===== src/design/lr_pkg.sv =====
// Shared types and constants for the line rasterizer.
// No dependencies; compiled first.
`default_nettype none

package lr_pkg;

  localparam int unsigned DEF_COORD_BITS  = 10;
  localparam int unsigned FRAME_WIDTH_BITS = 11;
  localparam int unsigned INDEX_BITS       = 20;
  localparam int unsigned COLOR_BITS       = 32;

  localparam logic [FRAME_WIDTH_BITS-1:0] RESET_FRAME_WIDTH = 11'd320;

  typedef enum logic {
    OP_START = 1'b0,
    OP_STEP  = 1'b1
  } op_t;

endpackage

`default_nettype wire


===== src/design/lr_if.sv =====
// Valid/ready channel interfaces for line commands and emitted pixels.
// Depends on lr_pkg.
`default_nettype none

interface lr_in_if #(
  parameter int unsigned COORD_BITS = lr_pkg::DEF_COORD_BITS
) ();
  import lr_pkg::*;

  logic                  valid;
  logic                  ready;
  op_t                   operation;
  logic [COORD_BITS-1:0] start_x;
  logic [COORD_BITS-1:0] start_y;
  logic [COORD_BITS-1:0] end_x;
  logic [COORD_BITS-1:0] end_y;
  logic [COLOR_BITS-1:0] pixel_color;

  modport source (output valid, operation, start_x, start_y, end_x, end_y, pixel_color,
                  input ready);
  modport sink (input valid, operation, start_x, start_y, end_x, end_y, pixel_color,
                output ready);
endinterface

interface lr_out_if #(
  parameter int unsigned COORD_BITS = lr_pkg::DEF_COORD_BITS
) ();
  import lr_pkg::*;

  logic                  valid;
  logic                  ready;
  logic [COORD_BITS-1:0] out_x;
  logic [COORD_BITS-1:0] out_y;
  logic [INDEX_BITS-1:0] word_index;
  logic [COLOR_BITS-1:0] out_color;
  logic                  last_pixel;

  modport source (output valid, out_x, out_y, word_index, out_color, last_pixel,
                  input ready);
  modport sink (input valid, out_x, out_y, word_index, out_color, last_pixel,
                output ready);
endinterface

`default_nettype wire


===== src/design/lr_engine.sv =====
// Bresenham line state and per-item stepping into a pixel register.
// Depends on lr_pkg and lr_in_if.
`default_nettype none

module lr_engine #(
  parameter int unsigned COORD_BITS = lr_pkg::DEF_COORD_BITS
) (
  input  wire logic                          clk,
  input  wire logic                          rst,
  lr_in_if.sink                              cmd,
  output logic                               pix_valid,
  input  wire logic                          pix_ready,
  output logic [COORD_BITS-1:0]              pix_x,
  output logic [COORD_BITS-1:0]              pix_y,
  output logic [lr_pkg::COLOR_BITS-1:0]      pix_color,
  output logic                               pix_last
);
  import lr_pkg::*;

  localparam int unsigned TW_BITS  = COORD_BITS + 1;
  localparam int unsigned ERR_BITS = COORD_BITS + 3;

  logic [COORD_BITS-1:0]      cur_x, cur_y, target_x, target_y;
  logic [TW_BITS-1:0]         twice_dx, twice_dy;
  logic signed [ERR_BITS-1:0] error_term;
  logic                       step_x_negative, step_y_negative, x_is_major, line_busy;
  logic [COLOR_BITS-1:0]      line_color;

  logic [COORD_BITS-1:0]      cur_x_next, cur_y_next, target_x_next, target_y_next;
  logic [TW_BITS-1:0]         twice_dx_next, twice_dy_next;
  logic signed [ERR_BITS-1:0] error_term_next;
  logic                       step_x_negative_next, step_y_negative_next;
  logic                       x_is_major_next, line_busy_next;
  logic [COLOR_BITS-1:0]      line_color_next;

  logic                       accept, emit, last;
  logic [COORD_BITS-1:0]      abs_dx, abs_dy;
  logic                       dx_neg, dy_neg;
  logic [COORD_BITS-1:0]      x_moved, y_moved;
  logic signed [ERR_BITS-1:0] err_major, err_minor, err_base;

  assign cmd.ready = !pix_valid || pix_ready;
  assign accept    = cmd.valid && cmd.ready;

  assign dx_neg = cmd.end_x < cmd.start_x;
  assign dy_neg = cmd.end_y < cmd.start_y;
  assign abs_dx = dx_neg ? cmd.start_x - cmd.end_x : cmd.end_x - cmd.start_x;
  assign abs_dy = dy_neg ? cmd.start_y - cmd.end_y : cmd.end_y - cmd.start_y;

  assign x_moved = step_x_negative ? cur_x - 1'b1 : cur_x + 1'b1;
  assign y_moved = step_y_negative ? cur_y - 1'b1 : cur_y + 1'b1;

  assign err_major = $signed({2'b00, (x_is_major ? twice_dx : twice_dy)});
  assign err_minor = $signed({2'b00, (x_is_major ? twice_dy : twice_dx)});
  assign err_base  = error_term[ERR_BITS-1] ? error_term : error_term - err_major;

  always_comb begin
    cur_x_next           = cur_x;
    cur_y_next           = cur_y;
    target_x_next        = target_x;
    target_y_next        = target_y;
    twice_dx_next        = twice_dx;
    twice_dy_next        = twice_dy;
    error_term_next      = error_term;
    step_x_negative_next = step_x_negative;
    step_y_negative_next = step_y_negative;
    x_is_major_next      = x_is_major;
    line_color_next      = line_color;
    emit                 = 1'b0;

    case (cmd.operation)
      OP_START: begin
        emit                 = 1'b1;
        cur_x_next           = cmd.start_x;
        cur_y_next           = cmd.start_y;
        target_x_next        = cmd.end_x;
        target_y_next        = cmd.end_y;
        line_color_next      = cmd.pixel_color;
        step_x_negative_next = dx_neg;
        step_y_negative_next = dy_neg;
        twice_dx_next        = {abs_dx, 1'b0};
        twice_dy_next        = {abs_dy, 1'b0};
        x_is_major_next      = abs_dx > abs_dy;
        if (abs_dx > abs_dy) begin
          error_term_next = $signed({2'b00, abs_dy, 1'b0}) - $signed({3'b000, abs_dx});
        end else begin
          error_term_next = $signed({2'b00, abs_dx, 1'b0}) - $signed({3'b000, abs_dy});
        end
      end
      OP_STEP: begin
        if (line_busy) begin
          emit            = 1'b1;
          error_term_next = err_base + err_minor;
          if (x_is_major) begin
            cur_x_next = x_moved;
            if (!error_term[ERR_BITS-1]) begin
              cur_y_next = y_moved;
            end
          end else begin
            cur_y_next = y_moved;
            if (!error_term[ERR_BITS-1]) begin
              cur_x_next = x_moved;
            end
          end
        end
      end
      default: begin
        emit = 1'b0;
      end
    endcase

    last           = x_is_major_next ? (cur_x_next == target_x_next)
                                     : (cur_y_next == target_y_next);
    line_busy_next = emit ? !last : line_busy;
  end

  always_ff @(posedge clk) begin
    if (rst) begin
      cur_x           <= '0;
      cur_y           <= '0;
      target_x        <= '0;
      target_y        <= '0;
      twice_dx        <= '0;
      twice_dy        <= '0;
      error_term      <= '0;
      step_x_negative <= 1'b0;
      step_y_negative <= 1'b0;
      x_is_major      <= 1'b0;
      line_busy       <= 1'b0;
      line_color      <= '0;
      pix_valid       <= 1'b0;
    end else begin
      if (cmd.ready) begin
        pix_valid <= accept && emit;
      end
      if (accept) begin
        cur_x           <= cur_x_next;
        cur_y           <= cur_y_next;
        target_x        <= target_x_next;
        target_y        <= target_y_next;
        twice_dx        <= twice_dx_next;
        twice_dy        <= twice_dy_next;
        error_term      <= error_term_next;
        step_x_negative <= step_x_negative_next;
        step_y_negative <= step_y_negative_next;
        x_is_major      <= x_is_major_next;
        line_busy       <= line_busy_next;
        line_color      <= line_color_next;
      end
    end
  end

  always_ff @(posedge clk) begin
    if (accept && emit) begin
      pix_x     <= cur_x_next;
      pix_y     <= cur_y_next;
      pix_color <= line_color_next;
      pix_last  <= last;
    end
  end

endmodule

`default_nettype wire


===== src/design/line_rasterizer.sv =====
// Line rasterizer top level: frame width register, stepping engine, index stage.
// Depends on lr_pkg, lr_in_if, lr_out_if and lr_engine.
`default_nettype none

// Bresenham line rasterizer. A start item loads both endpoints and a color and
// yields the first pixel; each step item yields the next pixel of the line, with
// last_pixel set on the far endpoint. A step with no line in progress yields
// nothing. One item is accepted per cycle unless the pixel channel stalls. The
// accepting edge updates the line state and the engine's pixel register; the index
// stage then registers word_index = out_y * frame_width + out_x, formed with one
// multiply-add, and presents the pixel. Backpressure on the pixel channel stalls
// both stages. Write frame_width only while idle.
module line_rasterizer #(
  parameter int unsigned COORD_BITS = lr_pkg::DEF_COORD_BITS
) (
  input  wire logic                              clk,
  input  wire logic                              rst,
  input  wire logic                              cfg_we,
  input  wire logic [lr_pkg::FRAME_WIDTH_BITS-1:0] cfg_wdata,
  lr_in_if.sink                                  cmd,
  lr_out_if.source                               pix
);
  import lr_pkg::*;

  localparam int unsigned MUL_BITS = COORD_BITS + FRAME_WIDTH_BITS;
  localparam int unsigned SUM_BITS = (MUL_BITS > INDEX_BITS) ? MUL_BITS : INDEX_BITS;

  logic [FRAME_WIDTH_BITS-1:0] frame_width;

  logic                  eng_valid, eng_ready, eng_last;
  logic [COORD_BITS-1:0] eng_x, eng_y;
  logic [COLOR_BITS-1:0] eng_color;

  logic                  out_valid, out_last;
  logic [COORD_BITS-1:0] out_x, out_y;
  logic [INDEX_BITS-1:0] out_index;
  logic [COLOR_BITS-1:0] out_color;

  logic [SUM_BITS-1:0]   index_sum;

  lr_engine #(
    .COORD_BITS(COORD_BITS)
  ) u_engine (
    .clk       (clk),
    .rst       (rst),
    .cmd       (cmd),
    .pix_valid (eng_valid),
    .pix_ready (eng_ready),
    .pix_x     (eng_x),
    .pix_y     (eng_y),
    .pix_color (eng_color),
    .pix_last  (eng_last)
  );

  assign eng_ready = !out_valid || pix.ready;
  assign index_sum = SUM_BITS'(eng_y) * SUM_BITS'(frame_width) + SUM_BITS'(eng_x);

  always_ff @(posedge clk) begin
    if (rst) begin
      frame_width <= RESET_FRAME_WIDTH;
      out_valid   <= 1'b0;
    end else begin
      if (cfg_we) begin
        frame_width <= cfg_wdata;
      end
      if (eng_ready) begin
        out_valid <= eng_valid;
      end
    end
  end

  always_ff @(posedge clk) begin
    if (eng_valid && eng_ready) begin
      out_x     <= eng_x;
      out_y     <= eng_y;
      out_index <= index_sum[INDEX_BITS-1:0];
      out_color <= eng_color;
      out_last  <= eng_last;
    end
  end

  assign pix.valid      = out_valid;
  assign pix.out_x      = out_x;
  assign pix.out_y      = out_y;
  assign pix.word_index = out_index;
  assign pix.out_color  = out_color;
  assign pix.last_pixel = out_last;

endmodule

`default_nettype wire


===== src/flat_wrapper.sv =====
// flat-port wrapper written by rule: the top's interface ports become plain ports
module line_rasterizer_flat import lr_pkg::*;
#(
  parameter int unsigned COORD_BITS = lr_pkg::DEF_COORD_BITS
)
  (clk, rst, cfg_we, cfg_wdata, cmd_valid, cmd_operation, cmd_start_x, cmd_start_y, cmd_end_x, cmd_end_y, cmd_pixel_color, cmd_ready, pix_valid, pix_out_x, pix_out_y, pix_word_index, pix_out_color, pix_last_pixel, pix_ready);
  lr_in_if #(.COORD_BITS(COORD_BITS)) cmd_i ();
  lr_out_if #(.COORD_BITS(COORD_BITS)) pix_i ();
  input  wire logic clk;
  input  wire logic rst;
  input  wire logic cfg_we;
  input  wire logic [lr_pkg::FRAME_WIDTH_BITS-1:0] cfg_wdata;
  input wire logic [$bits(cmd_i.valid)-1:0] cmd_valid;
  input wire logic [$bits(cmd_i.operation)-1:0] cmd_operation;
  input wire logic [$bits(cmd_i.start_x)-1:0] cmd_start_x;
  input wire logic [$bits(cmd_i.start_y)-1:0] cmd_start_y;
  input wire logic [$bits(cmd_i.end_x)-1:0] cmd_end_x;
  input wire logic [$bits(cmd_i.end_y)-1:0] cmd_end_y;
  input wire logic [$bits(cmd_i.pixel_color)-1:0] cmd_pixel_color;
  output wire logic [$bits(cmd_i.ready)-1:0] cmd_ready;
  output wire logic [$bits(pix_i.valid)-1:0] pix_valid;
  output wire logic [$bits(pix_i.out_x)-1:0] pix_out_x;
  output wire logic [$bits(pix_i.out_y)-1:0] pix_out_y;
  output wire logic [$bits(pix_i.word_index)-1:0] pix_word_index;
  output wire logic [$bits(pix_i.out_color)-1:0] pix_out_color;
  output wire logic [$bits(pix_i.last_pixel)-1:0] pix_last_pixel;
  input wire logic [$bits(pix_i.ready)-1:0] pix_ready;
  assign cmd_i.valid = cmd_valid;
  assign cmd_i.operation = cmd_operation;
  assign cmd_i.start_x = cmd_start_x;
  assign cmd_i.start_y = cmd_start_y;
  assign cmd_i.end_x = cmd_end_x;
  assign cmd_i.end_y = cmd_end_y;
  assign cmd_i.pixel_color = cmd_pixel_color;
  assign cmd_ready = cmd_i.ready;
  assign pix_valid = pix_i.valid;
  assign pix_out_x = pix_i.out_x;
  assign pix_out_y = pix_i.out_y;
  assign pix_word_index = pix_i.word_index;
  assign pix_out_color = pix_i.out_color;
  assign pix_last_pixel = pix_i.last_pixel;
  assign pix_i.ready = pix_ready;
  line_rasterizer #(.COORD_BITS(COORD_BITS)) u_core (.clk(clk), .rst(rst), .cfg_we(cfg_we), .cfg_wdata(cfg_wdata), .cmd(cmd_i), .pix(pix_i));
endmodule

===== config.mk =====
export PLATFORM = sky130hd
export DESIGN_NAME = line_rasterizer_flat
export DESIGN_NICKNAME = d
export VERILOG_FILES = /design/src/design/lr_pkg.sv /design/src/design/lr_if.sv /design/src/design/lr_engine.sv /design/src/design/line_rasterizer.sv /design/src/flat_wrapper.sv
export SDC_FILE = /design/constraint.sdc
export NUM_CORES = 1
export LEC_CHECK = 0
export BUFFER_PORTS_ARGS = -buffer_cell sky130_fd_sc_hd__buf_4
export CORE_MARGIN = 2
export CORE_UTILIZATION = 55
export CTS_CLUSTER_DIAMETER = 40
export DETAILED_ROUTE_END_ITERATION = 12
export PLACE_DENSITY = 0.77
export SLEW_MARGIN = 20
export SYNTH_ARGS = -nofsm -noshare
export SYNTH_HDL_FRONTEND = slang
export SYNTH_SLANG_ARGS = --single-unit

===== constraint.sdc =====
create_clock -name clk -period 5.15 [get_ports clk]
set_input_delay 0.515 -clock clk [delete_from_list [all_inputs] [get_ports clk]]
set_output_delay 0.515 -clock clk [all_outputs]
set_load 0.01 [all_outputs]

== After elaboration in Yosys (flattened, before gate mapping) ==
Index checks and enable logic that the tools add are counted.
Operators by class
  $add $sub $neg: 13
  multiply operators: 1
  $lt $le $gt $ge: 3
  equal/unequal tests: 3
  mux-type cells: 25
  bitwise logic cells: 1
  reduce and logical (&&, ||, !) cells: 11
Operators by type and width (count)
  $mux W10: 12
  $pmux W10 S2: 2
  $sub A10 B10 Y10: 4
  $mux W13: 3
  $mux W32: 1
  $pmux W13 S2: 1
  $sub A11 B10 Y12: 2
  $mux W11: 2
  $add A10 B1 Y10 const B: 2
  $add A20 B10 Y20: 1
  $eq A10 B10 Y1: 2
  $lt A10 B10 Y1: 2
  $mul A10 B11 Y20: 1
  $sub A10 B1 Y10 const B: 2
  $add A13 B12 Y13: 1
  $sub A13 B12 Y13: 1
  $gt A10 B10 Y1: 1
  $reduce_and A2 Y1: 3
  $logic_and A1 B1 Y1: 3
  $logic_not A1 Y1: 3
  $mux W1: 3
  $logic_or A1 B1 Y1: 2
  $ne A2 B1 Y1 const B: 1
  $pmux W1 S2: 1
  $not A1 Y1: 1
Word-level totals
  bits in registers: 248
  logic and storage cells: 81

== Depth between registers and ports, before layout ==
Gate-level depths: netlist of run 1.
  depth after elaboration: 9
  gate-level depth with buffers: 22
  mapped depth without buffers: 21

== Cells and area by module ==
Synthesis of run 1 repeated with hierarchy kept, for this count alone.
Second synthesis, totals
  cells, all modules: 1970
  area, all modules: 18272.5 µm²
Modules (own cells, without submodules)
  lr_engine: instances 1, cells an instance 1387, area an instance 11713.7 µm²
  line_rasterizer: instances 1, cells an instance 583, area an instance 6558.8 µm²

== Least setup slack after synthesis of run 1 ==
Ideal clock, no wire load.
  path kind: reg-to-reg
  start point: register u_core.u_engine.pix_y[1]
  end point: register u_core.out_index[19] (netlist: u_core.pix.word_index[19]), data pin
  arrival time: 4913 ps
  setup slack: -22 ps
  stages on the path, launching flop included: 22
  cell sequence: edfxtp_1 -> clkbuf_1 -> nand2_1 -> fa_1 -> inv_1 -> fa_1 -> inv_1 -> fa_1 -> inv_1 -> fa_1 -> inv_1 -> fa_1 -> inv_1 -> ha_1 -> o21a_1 -> o21ai_0 -> o31ai_1 -> nand2_1 -> o2111ai_1 -> a31o_2 -> a21oi_1 -> xnor2_1
On the way
  word-level cells in the longest chain between the ends: 2
Ends and longest elaborated chain
  from (decl): line lr_engine.sv:14  | output logic [COORD_BITS-1:0] pix_y,
  from (signal assigned): line lr_engine.sv:156  | pix_y <= cur_y_next;
  $mul A10 B11 Y20: line line_rasterizer.sv:56  | assign index_sum = SUM_BITS'(eng_y) * SUM_BITS'(frame_width) + SUM_BITS'(eng_x);
  $add A20 B10 Y20: line line_rasterizer.sv:56
  named net u_core.index_sum[19]: line line_rasterizer.sv:39  | logic [SUM_BITS-1:0] index_sum;
  to (signal assigned): line line_rasterizer.sv:76  | out_index <= index_sum[INDEX_BITS-1:0];
  to (decl): line line_rasterizer.sv:36  | logic [INDEX_BITS-1:0] out_index;
The timed path passes the listed nets, and every way through them passes these cells.
A chain may end at the register's enable or synchronous reset.

== Final worst setup path of run 1 ==
Same ends and word-level chain as after synthesis.

==> flow_summary.ini, run 1 <==
[pwr]
p_per_area_nw_per_um2 = 390.4
ir_drop_uv = 250.3
leakagePower_nw = 10.08

[logic_synthesis]
syn_area_per_cell_um2 = 9.253
synth-seq-cells = 247
ys.flop_type = edfxtp_1
yosysWarnings = 0
yosysSeqAreaShare_pct = 33.29
synth_edf_count = 126
synth_cell_types = 91
async_flop_share_pct = 0
netlist_area_um2 = 18640
synth_fp_nets = 2352
synth_cells = 2015

[cts]
clockBufferDepth = 3
htreeDepth = 2
clkSlewWorstSetupHoldPaths_ns = 0.05
clock_latency_ns = 0.54
cts_sinks = 247
tritoncts = built
root_buffer = clkbuf_16
cts_made_buffers = 38

[floorplan]
die_y_um = 188.1
core_area_um2 = 33450
rows = 67
die_w_um = 188.1
ios = 164
die_area_um2 = 35390
start_util_pct = 55.74

[timing]
layout_setup_ws_ns = 0.1294
rsz0062_at_grt = true
post-route-period-util_pct = 97.49
slew_headroom_pct = 31.64
finalMaxSlewViolations = 0
final-setup-viol-count = 0
setup_tns_ns = 0
tightest_slew_ns = 1.013
finClkSkew_ns = 0.01582
final-hold-violation-count = 0
min_period_ns = 5.021
timing.fmax_mhz = 199.2
finalHoldWorstSlack_ns = 0.2239

[setup_path]
cp_num_buf_inv = 4
crit_arrival_ns = 5.30
critical-path-max-stage-delay_ns = 0.55
path_delay_family = adder cells
end_kind = flop
path_cells = buf_6 -> nand2_1 -> fa_1 -> inv_1 -> fa_1 -> fa_1 -> fa_1 -> inv_1 -> fa_1 -> inv_2 -> ha_4 -> o21a_1 -> o21ai_2 -> o31ai_2 -> nand2_1 -> o2111ai_2 -> a31o_2 -> a21oi_2 -> xnor2_1
r2r_slack_ns = 0.13
crit_fanout = 9
cp_num_cells = 19
r2r-end = u_core.pix.word_index[19]
critPathKind = flop to flop
required_ns = 5.43
rr_worst_depth = 19
crit_path_frequent_cell = fa_1
crit_end = u_core.pix.word_index[19]
crit_path_top_delay_cell = fa_1
critPathLaunchType = flop
worstReg2RegStart = u_core.u_engine.pix_y[1]
critPathLaunch = u_core.u_engine.pix_y[1]

[detailed_routing]
drc = 0
vias = 15870
firstDrtPassIters = 6
totalWireLength_um = 50110
viasPerCell = 5.734
wire_per_inst_um = 18.11
postRouteAntennaNets = 0
drt_iter0_markers = 1359

[placed_design]
pre_cts_slack_ns = -0.3753
hpwl_um = 37450
gp_congestion = 0.9542
portBuffers = 163
dp_cells = 2685

[cells_and_area]
fill_cells = 2541
regArea_um2 = 6206
diodes = 0
area_delta_synth_final_pct = 22.16
multi_input_area_um2 = 11460
fin_nets = 2626
final_cells = 2767
drive_gt1_share_pct = 21.52

[job]
drv_cap = 0

[global_route]
grt.overflow.total = 0
track_usage_pct = 28.01
grt_pass1_vias = 15680
grt_first_pass_wirelength_um = 80100
grt_max_degree = 74
antenna_found_initial = 0

[hold_path]
hold_class = input port to flop

[outcome]
status = finished clean
Yosys cell counts, drive strengths merged, types with 15 or more instances:
cell	instances	area share [%]
and2	63	2.1
xor2	35	1.6
fa	89	9.6
buf	28	0.77
nor2	113	2.3
o21ai	70	1.9
edfxtp	126	20
mux2	50	3.0
o21a	16	0.64
mux2i	47	2.5
a21o	15	0.60
dfxtp	121	13
nand3	25	0.70
a211oi	33	1.4
ha	159	11
nor3	32	0.86
a31oi	16	0.54
a21oi	162	4.4
inv	186	3.7
nand2	291	5.9
xnor2	64	3.0
clkbuf	65	1.3
stage by stage:
stage          util [%]  total power, mW  instance area, um2
2_1_floorplan         -            4.911               18650
3_5_place_dp      63.46            6.032               21230
5_1_grt           68.09            9.411               22780
6_report          68.09            8.893               22780
3_3_place_gp      63.46            5.904               21230
4_1_cts           67.60            8.770               22610
flip-flops by register name (all words and copies together) (netlist names), 10 cells and up:
register                    flops
u_core.frame_width             11
u_core.pix.out_color           32
u_core.pix.out_x               10
u_core.pix.out_y               10
u_core.pix.word_index          20
u_core.u_engine.cur_x          10
u_core.u_engine.cur_y          10
u_core.u_engine.error_term     12
u_core.u_engine.line_color     32
u_core.u_engine.pix_color      32
u_core.u_engine.pix_x          10
u_core.u_engine.pix_y          10
u_core.u_engine.target_x       10
u_core.u_engine.target_y       10
u_core.u_engine.twice_dx       10
u_core.u_engine.twice_dy       10
power by group:
group          total (mW)  switching (mW)  internal, mW
Combinational        3.81            2.06          1.75
Sequential           2.40           0.105          2.30
Clock                2.68            1.06          1.61
worst reg2reg max path, stage by stage (launching register included):
cell	delay (ns)
edfxtp_1	0.38
buf_6	0.15
nand2_1	0.09
fa_1	0.54
inv_1	0.05
fa_1	0.41
fa_1	0.50
fa_1	0.55
inv_1	0.05
fa_1	0.49
inv_2	0.05
ha_4	0.26
o21a_1	0.17
o21ai_2	0.10
o31ai_2	0.26
nand2_1	0.13
o2111ai_2	0.22
a31o_2	0.20
a21oi_2	0.06
xnor2_1	0.12
worst min path at each step:
| stage | end | start | slack (ns) | depth (start not counted) |
|---|---|---|---|---|
| 2_1_floorplan | u_core.pix.last_pixel | u_core.u_engine.pix_last | 0.40 | 0 |
| 3_3_place_gp | u_core.pix.out_color[24] | u_core.u_engine.pix_color[24] | 0.40 | 0 |
| 3_5_place_dp | u_core.pix.out_color[15] | u_core.u_engine.pix_color[15] | 0.41 | 0 |
| 4_1_cts | u_core.frame_width[9] | cfg_wdata[9] | 0.21 | 3 |
| 5_1_grt | u_core.frame_width[9] | cfg_wdata[9] | 0.24 | 3 |
| 6_report | u_core.frame_width[9] | cfg_wdata[9] | 0.22 | 3 |
kinds of logic (layout without fill, tap and decap cells):
logic type	count (synthesis)	in the layout	synth area share (%)
AND/OR/NAND/NOR	616	616	15.28
AO/OA/AOI/OAI	428	428	15.15
buffers and inverters	280	584	5.838
adder cells (fa/ha/maj)	248	248	20.23
flip-flops	247	247	33.29
XOR/XNOR	99	99	4.651
multiplexers	97	97	5.563
area by class of cell:
| type | count | area share, % |
|---|---|---|
| Multi-Input combinational cell | 1488 | 50.32 |
| Timing Repair Buffer | 327 | 10.94 |
| Clock buffer | 41 | 4.356 |
| Clock inverter | 29 | 1.593 |
| Inverter | 187 | 3.082 |
| Sequential cell | 247 | 27.25 |
| Tap cell | 448 | 2.461 |
cells in the final DEF (no fill, tap or decap), types with 6 or more instances in the layout:
cell type  instances
a211oi_1          32
nor2b_1            7
and4_1             6
nand4_1           14
o211ai_1          14
inv_1            182
nand2b_1          12
mux2i_1           47
o31ai_1            7
edfxtp_1         126
and3_1             7
ha_1             157
a21o_1            15
nand2_1          288
nor3_1            32
and2_1            62
inv_6              7
buf_4            322
xnor2_1           64
a21oi_1          159
dfxtp_1          121
fa_1              88
nand3b_1           6
o21a_1            16
nand3_1           24
a31oi_1           15
a211o_1            8
o21bai_1          10
mux2_2            49
o21ai_0           66
clkbuf_16         38
nor3b_1            6
xor2_1            35
nor2_1           111
or2_2              6
layer usage:
layer / vias to the layer above / wire length [um] / GRT usage, %
met4: 0 / 1666 / 9.873
met2: 593 / 23840 / 46.98
met3: 113 / 3339 / 4.174
met5: - / 0 / 0
met1: 7579 / 21270 / 36.96
li1: 7581 / - / -
what timing repair did:
action	CTS	global route
buffers inserted	0	12
cloned	0	0
pin swaps	0	13
hold buffers	0	0
resized for setup	8	20
endpoints found under the setup margin	4	18
No activity file was read; power rests on OpenSTA's default activity.
==> run 2, diff against run 1 <==
- BUFFER_PORTS_ARGS: -buffer_cell sky130_fd_sc_hd__buf_4 -> -buffer_cell sky130_fd_sc_hd__buf_2
- HOLD_SLACK_MARGIN: unset -> 0.15
==> run 2 against run 1 <==
  * Clock-buffer cell count rose by 2
  * Register-to-register slack about the same
  * Worst hold slack gained 0.025 ns
  * Setup slack better by 0.0043 ns
  * Non-clock buffer count grew 19
  * Routed wire length down 1.4%
  * Die area did not move
==> flow_summary.ini, run 2 (synthesis results as in run 1) <==
[outcome]
status = finished clean

[cells_and_area]
drive_gt1_share_pct = 21.96
final_cell_mix = nand2_1, inv_1, buf_4, buf_2, a21oi_1
diodes = 0
fin_nets = 2644
layout_commonest_cell = nand2_1
top_regs = u_core.pix.out_color (32), u_core.u_engine.line_color (32), u_core.u_engine.pix_color (32)
area_delta_synth_final_pct = 20.47
postLayoutCellArea_um2 = 22460

[detailed_routing]
vias = 15900
viasPerCell = 5.710
firstDrtPassIters = 5
drt_iter0_markers = 1096
postRouteAntennaNets = 0
totalWireLength_um = 49410
wire_per_inst_um = 17.75
drc = 0

[timing]
slew_headroom_pct = 34.31
tightest_slew_ns = 0.9853
final-setup-viol-count = 0
setup_tns_ns = 0
finClkSkew_ns = 0.01647
finalMaxSlewViolations = 0
min_period_ns = 5.016
timing.fmax_mhz = 199.4
final-hold-violation-count = 0
post-route-period-util_pct = 97.40

[pwr]
switching_share_pct = 36.17
p_int_mw = 5.605
fin_total_pwr_mw = 8.782
leakagePower_nw = 10.01
p_per_area_nw_per_um2 = 391.0
p_clk_share_pct = 29.6
power.switching_mw = 3.176
p_comb_share_pct = 43.1
ir_drop_uv = 238.1
sequentialPowerShare_pct = 27.3

[floorplan]
start_util_pct = 55.74
die_y_um = 188.1
die_w_um = 188.1
ios = 164
rows = 67
core_area_um2 = 33450
die_area_um2 = 35390

[cts]
root_buffer = clkbuf_16
clkSlewWorstSetupHoldPaths_ns = 0.05
tritoncts = built
cts_sinks = 247
htreeDepth = 2
clock_latency_ns = 0.54
clockBufferDepth = 3
cts_made_buffers = 37
hold_buffers = 0

[setup_path]
end_kind = flop
critPathKind = flop to flop
crit_arrival_ns = 5.29
path_cells = nand2_2 -> fa_1 -> inv_1 -> fa_1 -> inv_2 -> fa_1 -> inv_1 -> fa_1 -> inv_1 -> fa_1 -> inv_1 -> ha_2 -> o21a_1 -> o21ai_2 -> o31ai_4 -> nand2_2 -> o2111ai_2 -> a31o_2 -> a21oi_2 -> xnor2_1
cp_num_buf_inv = 5
crit_path_frequent_cell = fa_1
path_delay_family = adder cells
critPathLaunchType = flop
crit_path_top_delay_cell = fa_1
required_ns = 5.43
critical-path-max-stage-delay_ns = 0.53
crit_fanout = 3

[hold_path]
hold_class = input port to flop

[global_route]
track_usage_pct = 27.39
grt.overflow.total = 0
grt_pass1_vias = 15590
grt_max_degree = 74
antenna_found_initial = 0
grt_first_pass_wirelength_um = 78090

[job]
drv_cap = 0

[placed_design]
place_area_um2 = 20930
portBuffers = 163
gp_congestion = 0.9467
hpwl_um = 37140
==> run 2: cell count changes in the layout (fill, tap and decap cells not counted), sizes merged <==
cell    previous run  this run
inv              198       194
buf              327       346
clkbuf            41        43
==> run 2: final cells by class <==
class | count | area, um2
Multi-Input combinational cell | 1488 | 11470
Fill cell | 2586 | 10990
Sequential cell | 247 | 6206
Timing Repair Buffer | 346 | 2206
Clock buffer | 43 | 1001
Inverter | 187 | 701.9
Tap cell | 448 | 560.5
Clock inverter | 25 | 317.8
==> run 2: metal layers <==
layer | vias up | global-route usage, % | routed length (um)
met1 | 7550 | 37.09 | 21290
met3 | 116 | 3.743 | 3378
met5 | - | 0 | 0
met4 | 0 | 9.328 | 1577
met2 | 620 | 45.25 | 23160
li1 | 7612 | - | -
==> run 2: worst paths after layout <==
check | start | to | slack, ns | cells after the start
max | u_core.u_engine.pix_y[1] | u_core.pix.word_index[19] | 0.13 | 20
min | cfg_wdata[6] | u_core.frame_width[6] | 0.25 | 3
min reg2reg | u_core.u_engine.pix_color[7] | u_core.pix.out_color[7] | 0.41 | 0
max reg2reg | u_core.u_engine.pix_y[1] | u_core.pix.word_index[19] | 0.13 | 20
==> run 2: metrics by stage <==
stage	setup slack, ns	utilization (%)	cells	hold slack, ns
after floorplan	0.01408	-	2015	0.4003
after global placement	-0.2861	62.59	2703	0.4013
after detailed placement	-0.3382	62.59	2703	0.4054
after CTS	-0.001733	66.59	2771	0.2321
after global routing	-0.04626	67.15	2784	0.2525
final	0.1337	67.15	2784	0.2490
==> run 2: tightest hold or removal path, cell delays in order <==
cell and delay (ns):
buf_2 0.11, mux2i_1 0.07, nand2_1 0.06
==> run 2: timing repair <==
action	in CTS	in global routing
setup buffers	0	13
resized for setup	7	23
endpoints found under the hold margin	0	0
pin swaps	1	9
endpoints found under the setup margin	3	7
==> run 2: power by group through the flow <==
stage,Sequential [mW],Combinational (mW),Clock [mW]
5_1_grt,2.42,4.17,2.71
3_3_place_gp,2.43,3.42,0
3_5_place_dp,2.44,3.54,0
6_report,2.40,3.78,2.60
4_1_cts,2.40,3.59,2.64
2_1_floorplan,2.43,2.48,0
==> run 3, diff against run 2 <==
- clock period: 5.15 -> 4.3 ns (I/O delays scaled with it)
==> run 3 against run 2 <==
  * Design area grew 6.3%
  * Via count rose by 3.8%
  * Routed wire length up 5.9%
  * Largest power group unchanged
  * Critical path depth down 1
  * The run now ends with negative setup slack left
  * Flip-flop and latch count did not move
  * Combinational power is 47% higher
  * Total power increased by 31%
  * Sequential share of layout area down 1.6 points
  * Final cell count grew 4.1%
  * Setup slack worse by 0.85 ns
  * Die area stayed put
  * Clock power grew 16%
==> flow_summary.ini, run 3 (synthesis results as in run 1) <==
[cts]
clockBufferDepth = 3
root_buffer = clkbuf_16
cts_made_buffers = 36
clock_latency_ns = 0.53
clkSlewWorstSetupHoldPaths_ns = 0.06
htreeDepth = 2
cts_sinks = 247
tritoncts = built

[timing]
rsz0062_at_grt = true
post-route-period-util_pct = 116.7
layout_setup_ws_ns = -0.7202
finalMaxSlewViolations = 0
final-hold-violation-count = 0
finClkSkew_ns = 0.02422
slew_headroom_pct = 26.62
timing.fmax_mhz = 199.2
final-setup-viol-count = 13
min_period_ns = 5.020
tightest_slew_ns = 1.098

[pwr]
p_int_mw = 7.342
sequentialPowerShare_pct = 25.2
ir_drop_uv = 435.2
p_clk_share_pct = 26.4
fin_total_pwr_mw = 11.47
switching_share_pct = 35.98
p_comb_share_pct = 48.5
power.switching_mw = 4.126
p_per_area_nw_per_um2 = 480.2
leakagePower_nw = 10.67

[setup_path]
critPathLaunchType = flop
path_cells = buf_6 -> nand2_1 -> fa_1 -> inv_1 -> fa_2 -> fa_1 -> fa_1 -> inv_1 -> fa_1 -> inv_1 -> ha_4 -> or3_4 -> nor2_4 -> o31ai_2 -> nand2_1 -> o2111ai_2 -> a31o_2 -> a21oi_2 -> xnor2_1
crit_arrival_ns = 5.28
end_kind = flop
critPathKind = flop to flop
required_ns = 4.56
crit_path_top_delay_cell = fa_1
crit_path_frequent_cell = fa_1
critical-path-max-stage-delay_ns = 0.54
crit_fanout = 4

[floorplan]
die_w_um = 188.1
start_util_pct = 55.74
die_area_um2 = 35390
die_y_um = 188.1
ios = 164
rows = 67
core_area_um2 = 33450

[hold_path]
hold_class = input port to flop

[detailed_routing]
viasPerCell = 5.694
postRouteAntennaNets = 0
vias = 16510
wire_per_inst_um = 18.05
drt_iter0_markers = 1217
totalWireLength_um = 52330
drc = 0
firstDrtPassIters = 5

[cells_and_area]
fill_cells = 2410
drive_gt1_share_pct = 29.05
final_cell_mix = buf_4, nand2_1, inv_1, buf_2, a21oi_1
diodes = 0
area_delta_synth_final_pct = 28.11
layout_commonest_cell = buf_4
top_regs = u_core.pix.out_color (32), u_core.u_engine.line_color (32), u_core.u_engine.pix_color (32)
fin_nets = 2760

[global_route]
grt_pass1_vias = 16350
grt_first_pass_wirelength_um = 82190
use_met2_pct = 47.69
top_usage_layer = met2
antenna_found_initial = 0
met1_usage_pct = 38.29
track_usage_pct = 28.65
grt.overflow.total = 0
grt_max_degree = 74
met3_usage_pct = 4.249

[placed_design]
hpwl_um = 38660
gp_congestion = 1.004
pre_cts_slack_ns = -0.7939
portBuffers = 163

[outcome]
status = finished with violations
violations = negative setup slack

[job]
drv_cap = 0
[run 3: cell types whose count changed in the layout (fill, tap and decap cells not counted), sizes merged]
cell         before  now
buf             346  460
clkinvlp          4    1
dlygate4sd3       0    3
clkinv           11    9
inv             194  196
bufinv            3    4
[run 3: cell type report]
class	count	area [um2]	area share, %
Clock inverter	23	285.3	1.194
Multi-Input combinational cell	1488	12020	50.33
Timing Repair Buffer	463	3137	13.13
Tap cell	448	560.5	2.347
Inverter	187	704.4	2.949
Sequential cell	247	6210	26.00
Clock buffer	43	967.2	4.049
[run 3: worst paths after layout]
check	from	endpoint	slack, ns	cells after the start
worst min-delay path	cfg_wdata[9]	u_core.frame_width[9]	0.17	3
worst max-delay path	u_core.u_engine.pix_y[3]	u_core.pix.word_index[19]	-0.72	19
worst min register to register	u_core.u_engine.pix_color[19]	u_core.pix.out_color[19]	0.42	0
worst max register to register	u_core.u_engine.pix_y[3]	u_core.pix.word_index[19]	-0.72	19
[run 3: per-stage QoR]
stage                     area [um2]  hold WS, ns  TNS (ns)  utilization [%]  cells
after detailed placement       21860       0.4054    -13.76            65.35   2808
after CTS                      23310       0.1519    -4.959            69.68   2883
after global placement         21860       0.4015    -11.19            65.35   2808
final                          23880       0.1672    -5.018            71.41   2899
after global routing           23880       0.1902    -8.096            71.41   2899
after floorplan                18820       0.4003    -2.243                -   2015
[run 3: timing repair]
item | 4_1_cts | 5_1_grt
hold buffers | 3 | 0
pin swaps | 34 | 63
resized for setup | 34 | 97
buffers inserted | 6 | 17
setup endpoints to repair | 27 | 27
endpoints found under the hold margin | 3 | 0
[run 3: layer usage]
metal	routed length, um	share of wire [%]	vias up
li1	-	-	7844
met1	22550	43	7961
met2	24860	48	575
met3	3238	6.2	128
met4	1676	3.2	0
met5	0	0	-
[run 3: critical path, delay by kind of cell, from the launching register on]
family | cells | cell delay [ns]
AND/OR/NAND/NOR | 4 | 0.70
AO/OA/AOI/OAI | 4 | 0.63
adder cells (fa/ha/maj) | 6 | 2.55
flip-flops | 1 | 0.45
XOR/XNOR | 1 | 0.08
buffers and inverters | 4 | 0.32
[run 3: power groups by stage]
stage,logic [mW],clock network [mW],registers [mW]
after global placement,4.70,0,2.92
after global routing,6.05,3.17,2.90
after floorplan,3.14,0,2.91
final,5.56,3.02,2.88
after CTS,5.03,3.07,2.88
after detailed placement,4.86,0,2.93
